$ cat src/rtl/ins_pkg.sv
// Shared types and constants for the insertion sorter.
// No dependencies; imported by every module of the block.
`timescale 1ns / 1ps
`default_nettype none

package ins_pkg;

  localparam int unsigned DepthDefault = 16;
  localparam int unsigned ValueW       = 32;

  // Per-cycle command broadcast to every cell of the chain
  typedef struct packed {
    logic insert; // place the broadcast value into the sorted row
    logic drain;  // move every entry one cell toward the output
  } cell_ctl_t;

endpackage : ins_pkg

`default_nettype wire

$ cat src/rtl/ins_cell.sv
// One cell of the sorting chain: holds one entry and its occupied bit.
// Depends on ins_pkg.
`timescale 1ns / 1ps
`default_nettype none

module ins_cell (
  input  wire                              clk_i,
  input  wire                              rst_ni,
  input  wire ins_pkg::cell_ctl_t          ctl_i,
  input  wire signed [ins_pkg::ValueW-1:0] new_value_i,
  input  wire signed [ins_pkg::ValueW-1:0] left_value_i,
  input  wire                              left_occ_i,
  input  wire                              left_move_i,
  input  wire signed [ins_pkg::ValueW-1:0] right_value_i,
  input  wire                              right_occ_i,
  output logic signed [ins_pkg::ValueW-1:0] value_o,
  output logic                             occ_o,
  output logic                             move_o
);
  import ins_pkg::*;

  logic signed [ValueW-1:0] value_q, value_d;
  logic                     occ_q, occ_d;

  // Strict less-than keeps equal values in arrival order
  assign move_o = occ_q && (new_value_i < value_q);

  always_comb begin
    value_d = value_q;
    occ_d   = occ_q;
    if (ctl_i.drain) begin
      value_d = right_value_i;
      occ_d   = right_occ_i;
    end else if (ctl_i.insert) begin
      if (left_move_i) begin
        value_d = left_value_i;
        occ_d   = 1'b1;
      end else if (move_o || (!occ_q && left_occ_i)) begin
        value_d = new_value_i;
        occ_d   = 1'b1;
      end
    end
  end

  always_ff @(posedge clk_i or negedge rst_ni) begin
    if (!rst_ni) begin
      occ_q <= 1'b0;
    end else begin
      occ_q <= occ_d;
    end
  end

  always_ff @(posedge clk_i) begin
    value_q <= value_d;
  end

  assign value_o = value_q;
  assign occ_o   = occ_q;

endmodule : ins_cell

`default_nettype wire

$ cat src/rtl/insertion_sorter.sv
// Top level of the insertion sorter: control and a row of ins_cell.
// Depends on ins_pkg and ins_cell.
//
//  channel | direction | handshake              | payload
//  --------+-----------+------------------------+---------------------------------------
//  in      | input     | in_valid_i / in_stall_o | value_i, final_item_i
//  out     | output    | out_valid_o / out_stall_i | sorted_value_o, is_last_o, overflowed_o
//
// Collecting: one value per cycle; each cell compares against the broadcast value
// and the row shifts right behind it in that same cycle.
// Draining: N results (N = entries held, 1..DEPTH), one row shift per unstalled cycle;
// the input is stalled from the final transfer until the last result leaves.
// Reset clears the occupied bits, the overflow flag and the drain mode; no sweep.
// Output stalls simply hold the row.
`timescale 1ns / 1ps
`default_nettype none

module insertion_sorter #(
  parameter int unsigned DEPTH = ins_pkg::DepthDefault
) (
  input  wire                              clk_i,
  input  wire                              rst_ni,
  input  wire                              in_valid_i,
  output logic                             in_stall_o,
  input  wire signed [ins_pkg::ValueW-1:0] value_i,
  input  wire                              final_item_i,
  output logic                             out_valid_o,
  input  wire                              out_stall_i,
  output logic signed [ins_pkg::ValueW-1:0] sorted_value_o,
  output logic                             is_last_o,
  output logic                             overflowed_o
);
  import ins_pkg::*;

  logic signed [ValueW-1:0] cell_value [DEPTH];
  logic                     cell_occ   [DEPTH];
  logic                     cell_move  [DEPTH];

  logic      draining_q, draining_d;
  logic      overflow_q, overflow_d;
  logic      in_xfer, out_xfer, full;
  cell_ctl_t ctl;

  assign in_xfer  = in_valid_i && !in_stall_o;
  assign out_xfer = out_valid_o && !out_stall_i;
  assign full     = cell_occ[DEPTH-1];

  always_comb begin
    ctl.insert = in_xfer && !full;
    ctl.drain  = out_xfer;
  end

  always_comb begin
    draining_d = draining_q;
    overflow_d = overflow_q;
    if (in_xfer) begin
      if (full) overflow_d = 1'b1;
      if (final_item_i) draining_d = 1'b1;
    end
    if (out_xfer && is_last_o) begin
      draining_d = 1'b0;
      overflow_d = 1'b0;
    end
  end

  always_ff @(posedge clk_i or negedge rst_ni) begin
    if (!rst_ni) begin
      draining_q <= 1'b0;
      overflow_q <= 1'b0;
    end else begin
      draining_q <= draining_d;
      overflow_q <= overflow_d;
    end
  end

  for (genvar i = 0; i < DEPTH; i++) begin : g_cell
    logic signed [ValueW-1:0] left_value, right_value;
    logic                     left_occ, left_move, right_occ;

    if (i == 0) begin : g_head
      assign left_value = value_i;
      assign left_occ   = 1'b1;
      assign left_move  = 1'b0;
    end else begin : g_body
      assign left_value = cell_value[i-1];
      assign left_occ   = cell_occ[i-1];
      assign left_move  = cell_move[i-1];
    end

    if (i == DEPTH - 1) begin : g_tail
      assign right_value = cell_value[i];
      assign right_occ   = 1'b0;
    end else begin : g_inner
      assign right_value = cell_value[i+1];
      assign right_occ   = cell_occ[i+1];
    end

    ins_cell u_cell (
      .clk_i        (clk_i),
      .rst_ni       (rst_ni),
      .ctl_i        (ctl),
      .new_value_i  (value_i),
      .left_value_i (left_value),
      .left_occ_i   (left_occ),
      .left_move_i  (left_move),
      .right_value_i(right_value),
      .right_occ_i  (right_occ),
      .value_o      (cell_value[i]),
      .occ_o        (cell_occ[i]),
      .move_o       (cell_move[i])
    );
  end

  assign in_stall_o     = draining_q;
  assign out_valid_o    = draining_q;
  assign sorted_value_o = cell_value[0];
  assign is_last_o      = !cell_occ[1];
  assign overflowed_o   = overflow_q;

endmodule : insertion_sorter

`default_nettype wire

$ cat config.mk
export PLATFORM = sky130hd
export DESIGN_NAME = insertion_sorter
export DESIGN_NICKNAME = d
export VERILOG_FILES = /design/src/rtl/ins_pkg.sv /design/src/rtl/ins_cell.sv /design/src/rtl/insertion_sorter.sv
export SDC_FILE = /design/constraint.sdc
export NUM_CORES = 2
export LEC_CHECK = 0
export ABC_AREA = 1
export BUFFER_PORTS_ARGS = -buffer_cell sky130_fd_sc_hd__buf_2
export CORE_UTILIZATION = 45
export DETAILED_ROUTE_END_ITERATION = 10
export PLACE_DENSITY = 0.67
export SYNTH_ARGS = -nofsm -noshare
export SYNTH_HDL_FRONTEND = slang
export SYNTH_SLANG_ARGS = --single-unit
export TNS_END_PERCENT = 50
$ cat constraint.sdc
create_clock -name clk_i -period 2.5 [get_ports clk_i]
set_input_delay 0 -clock clk_i [delete_from_list [all_inputs] [get_ports clk_i]]
set_output_delay 0 -clock clk_i [all_outputs]
set_load 0.02 [all_outputs]
After elaboration in Yosys (flattened, before gate mapping). Cells that the tools add are included.

Register bits: 530. Bits of input ports: 37. Output and inout bits: 36. Logic and storage cells: 290.

$lt $le $gt $ge: 16. Muxes and demuxes: 130. Bitwise operators: 1. Reduce and logical (&&, ||, !) cells: 109.

Operator list (number): two-way mux 32 bit (61); < comparator 32 bit (16); two-way mux 1 bit (69); nonzero test 3 bit (15); AND reduction 2 bit (18); logical AND 1 bit (35); zero test 1 bit (18); logical OR 1 bit (16); nonzero test 2 bit (6); AND reduction 3 bit (1); NOT 1 bit (1).

Longest topological paths before layout.
Depth in word-level cells: 7. Gate-level depth with buffers: 21. Depth with buffers taken out: 20.

Cells and area by module. From an unflattened synthesis, not the netlist that was laid out.

Cell total of the unflattened synthesis: 5219. Area, all modules: 40249.9 µm².

By module, submodules not included: ins_cell (g_cell[0].u_cell ...) (times used 15, cells each 325, area each 2507.4 µm², sequential area each 985.9 µm²); ins_cell (g_cell[13].u_cell) (times used 1, cells each 324, area each 2506.2 µm², sequential area each 985.9 µm²); insertion_sorter (times used 1, cells each 20, area each 132.6 µm², sequential area each 50.0 µm²).

Worst setup path before layout. No wires, ideal clock.

Path kind: register -> register. Start: register g_cell[0].u_cell.value_q[5]. End: register g_cell[1].u_cell.value_q[0], enable pin. Setup time: 387 ps. Arrival time: 2509 ps. Required time: 2113 ps. Path slack: -396 ps. Cell stages (with the launch flop): 19. Buffers on the path: 1. Period minus slack after synthesis: 2896 ps. Cell sequence: edfxtp_1 > inv_1 > ha_1 > a21oi_1 > nor2_1 > nor3_1 > nand2_1 > nand2_1 > nand2_1 > nand2_1 > nand2_1 > nand2_1 > nand3_1 > buf_2 > nand2_1 > inv_1 > nand2_1 > nand2_1 > inv_1.

Word-level cells in the longest chain between the ends: 4.

Ends and longest elaborated chain: from (decl) (RTL line ins_cell.sv:22) `logic signed [ValueW-1:0] value_q, value_d;`; from (signal assigned) (RTL line ins_cell.sv:54) `value_q <= value_d;`; < comparator 32 bit (RTL line ins_cell.sv:26) `assign move_o = occ_q && (new_value_i < value_q);`; logical AND 1 bit (RTL line ins_cell.sv:26); nonzero test 3 bit (no source line); AND reduction 2 bit (no source line); to (signal assigned) (RTL line ins_cell.sv:54); to (decl) (RTL line ins_cell.sv:22).

No other way between the ends. A chain may end at the register's enable or synchronous reset.

Final worst setup path.
Start: register g_cell[9].u_cell.value_q[5]. End: register g_cell[10].u_cell.value_q[18], enable pin.

Word-level cells in the longest chain between the ends: 4.

Ends and longest elaborated chain (RTL line): from (decl) (ins_cell.sv:22); from (signal assigned) (ins_cell.sv:54); < comparator 32 bit (ins_cell.sv:26); logical AND 1 bit (ins_cell.sv:26); nonzero test 3 bit (no source line); AND reduction 2 bit (no source line); to (signal assigned) (ins_cell.sv:54); to (decl) (ins_cell.sv:22).

No other way between the ends.

==> results_dict.tcl <==
set metrics [dict create \
    area_delta_synth_final_pct 20.4 \
    fin_area_sq_um 46200 \
    grt_first_pass_wirelength_um 172000 \
    initial_utilization_pct 45.7 \
    synthAdderAreaFrac_pct 15.2 \
    root_buffer "clkbuf_16" \
    post-route-period-util_pct 110 \
    final_common_cell "nand2_1" \
    timing.final.max_slew_violations 0 \
    arrival_ps 3100 \
    insertion_delay_ps 650 \
    worstMarginPinSlew_ps 1030 \
    clk_pin_slew_worst_paths_ps 60 \
    power_density_nw_per_um2 1460 \
    irDropWorstVdd_v 0.000656 \
    cts_max_level 2 \
    vias_per_cell 5.32 \
    gp_congestion 0.840 \
    synth_xor_area_share_pct 0 \
    crit_required_ps 2850 \
    die_w_um 294 \
    hpwl_um 79500 \
    cellLeakagePower_uw 0.0219 \
    min_period_ps 2740 \
    track_usage_pct 24.4 \
    drt_first_iter_violations 2674 \
    first_global_vias 33500 \
    post_dp_cell_area_sq_um 42900 \
    synth_compound_area_share_pct 14.2 \
    num_rows 106 \
    skew_ps 26.8 \
    synthSimpleGateAreaFrac_pct 19.6 \
    synth_area_per_cell_sq_um 7.93 \
    cts_sinks 530 \
    layout.cells.non_filler 6399 \
    setup_viol 762 \
    fin_ws_ps -243 \
    dr.pass1.iters 5 \
    dp.cells 6218 \
    synth_top_family_by_area "simple AND/OR/NAND/NOR gates" \
    remaining_drc_errors 0 \
    wl_per_cell_um 17.0 \
    synth_mux_area_share_pct 0 \
    ys_seq_elements 530 \
    synthDistinctLibCells 33 \
    synth_area_sq_um 38400 \
    drt-total-wl_um 109000 \
    drive_above_1_share_pct 15.0 \
    synth-edff-count 512 \
    maxSlewHeadroom_pct 30.8 \
    ys_async_sr_fraction_pct 3.40 \
    crit_path_end_kind "flip-flop" \
    critPathMaxFanout 6 \
    seq_area_frac_synth_pct 41.2 \
    cts.path.max_buffers 3 \
    overflow 0 \
    antenna_found_initial 0 \
    critPathKind "reg -> reg" \
    mostFrequentLayoutCells "nand2_1 (1165), inv_1 (662), o21ai_0 (520)" \
    hp-class "in -> reg" \
    grt_max_degree 140 \
    antenna_cells 0 \
    numPortBuffers 72 \
    cts_tree "yes" \
    synth_warnings 0 \
    hold_ws_ps 21.5 \
    core_sq_um 84100 \
    start_kind "flip-flop" \
    nets 5718 \
    max_cap_violations 0 \
    chipHeight_um 294 \
    io_pins 73 \
    dieArea_sq_um 86500 \
    ant_nets 0 \
    max_freq_ghz 0.365 \
    violations "negative setup slack" \
    outcome "complete, but fails checks" \
    synth_ff_type "edfxtp_1" \
    syn_inst 4842 \
    vias 34000 \
    cts_made_buffers 60 \
    synth.net_count 5344 \
    rsz0062_at_grt "yes" \
    hold_viol_final 0 \
]
cell type report:
type	instances	area, sq um
clock buffer	76	1580
clock inverter	35	216
fill	7805	37900
inverter	704	2720
multi-input combinational	3368	19400
sequential	530	15800
tap	1134	1420
timing repair buffer	552	5060
sequential cells by signal, summed over array words and instances, names as in the netlist:
| signal | flops |
|---|---|
| g_cell.u_cell.value_o | 512 |
| g_cell.u_cell.occ_o | 16 |
| in_stall_o | 1 |
| overflowed_o | 1 |
metal layers:
| layer | routed length [um] | GRT usage, % | vias to the layer above | share of wire [%] |
|---|---|---|---|---|
| li1 | - | - | 17100 | - |
| met1 | 47400 | 31.6 | 15900 | 44 |
| met2 | 53500 | 43.1 | 883 | 49 |
| met3 | 5030 | 2.21 | 184 | 4.6 |
| met4 | 2750 | 7.14 | 0 | 2.5 |
| met5 | 0 | 0 | - | 0 |
final timing paths:
check,from,to,slack [ps],cells after the start
setup / recovery,g_cell[9].u_cell.value_o[5]$_DFFE_PP_,g_cell[10].u_cell.value_o[18]$_DFFE_PP_,-240,17
hold / removal,value_i[21],g_cell[15].u_cell.value_o[21]$_DFFE_PP_,20,3
setup reg to reg,g_cell[9].u_cell.value_o[5]$_DFFE_PP_,g_cell[10].u_cell.value_o[18]$_DFFE_PP_,-240,17
hold reg to reg,overflowed_o$_DFFE_PN0P_,overflowed_o$_DFFE_PN0P_,500,2
max in group asynchronous,rst_ni,g_cell[0].u_cell.occ_o$_DFFE_PN0P_,1220,3
min in group asynchronous,rst_ni,in_stall_o$_DFFE_PN0P_,620,3
repair_timing:
item / 4_1_cts / 5_1_grt
gates resized for setup: 82 / 130
hold endpoints to repair: 41 / 0
setup endpoints to repair: 806 / 968
pin swaps: 31 / 19
hold buffers: 22 / 0
buffers inserted: 23 / 17
gates cloned: 5 / 9
through the flow:
step	util, %	total power (uW)	TNS, ps	worst slack [ps]
after floorplan	-	42000	-48030	-191
after global placement	51.1	54200	-55130	-164
after detailed placement	51.1	55500	-97890	-220
after CTS	54.2	65700	-49110	-158
after global routing	55.0	73100	-227290	-355
final	55.0	67400	-65550	-243
logic make-up (layout without fill, tap and decap cells):
group,count (synthesis),in the layout
AO/OA/AOI/OAI,1080,1080
adder cells (fa/ha/maj),465,465
buffers and inverters,944,1367
flip-flops,530,530
AND/OR/NAND/NOR,1823,1823
critical path: stages, from the launching register on:
cell and delay, ps:
edfxtp_1 390, inv_2 90, ha_4 200, a21oi_2 160, nor2_1 60, nor3_1 160
nand2_1 110, nand2_1 100, nand2_2 110, nand2_2 90, a21oi_1 80, nor2_2 200
nor2_1 80, nand2_1 110, nand2_2 100, clkinv_4 140, buf_4 140, buf_12 110
synth_stat cells, types with 54 or more instances:
cell	n	share of area, %
nand3_1	386	5.0
buf_2	55	0.72
clkbuf_1	103	1.0
inv_1	694	6.8
edfxtp_1	512	40
o21ai_1	167	2.2
o21ai_0	528	6.9
nor2_1	151	1.5
a21oi_1	360	4.7
ha_1	465	15
buf_1	54	0.53
nand2_1	1215	12
power by group:
part / internal (uW) / total, uW / switching, uW
clock: 4650 / 8490 / 3850
sequential: 17300 / 18900 / 1680
combinational: 15700 / 40000 / 24300
total: 37600 / 67400 / 29800
Note: power is estimated with default switching activity, not from simulation.
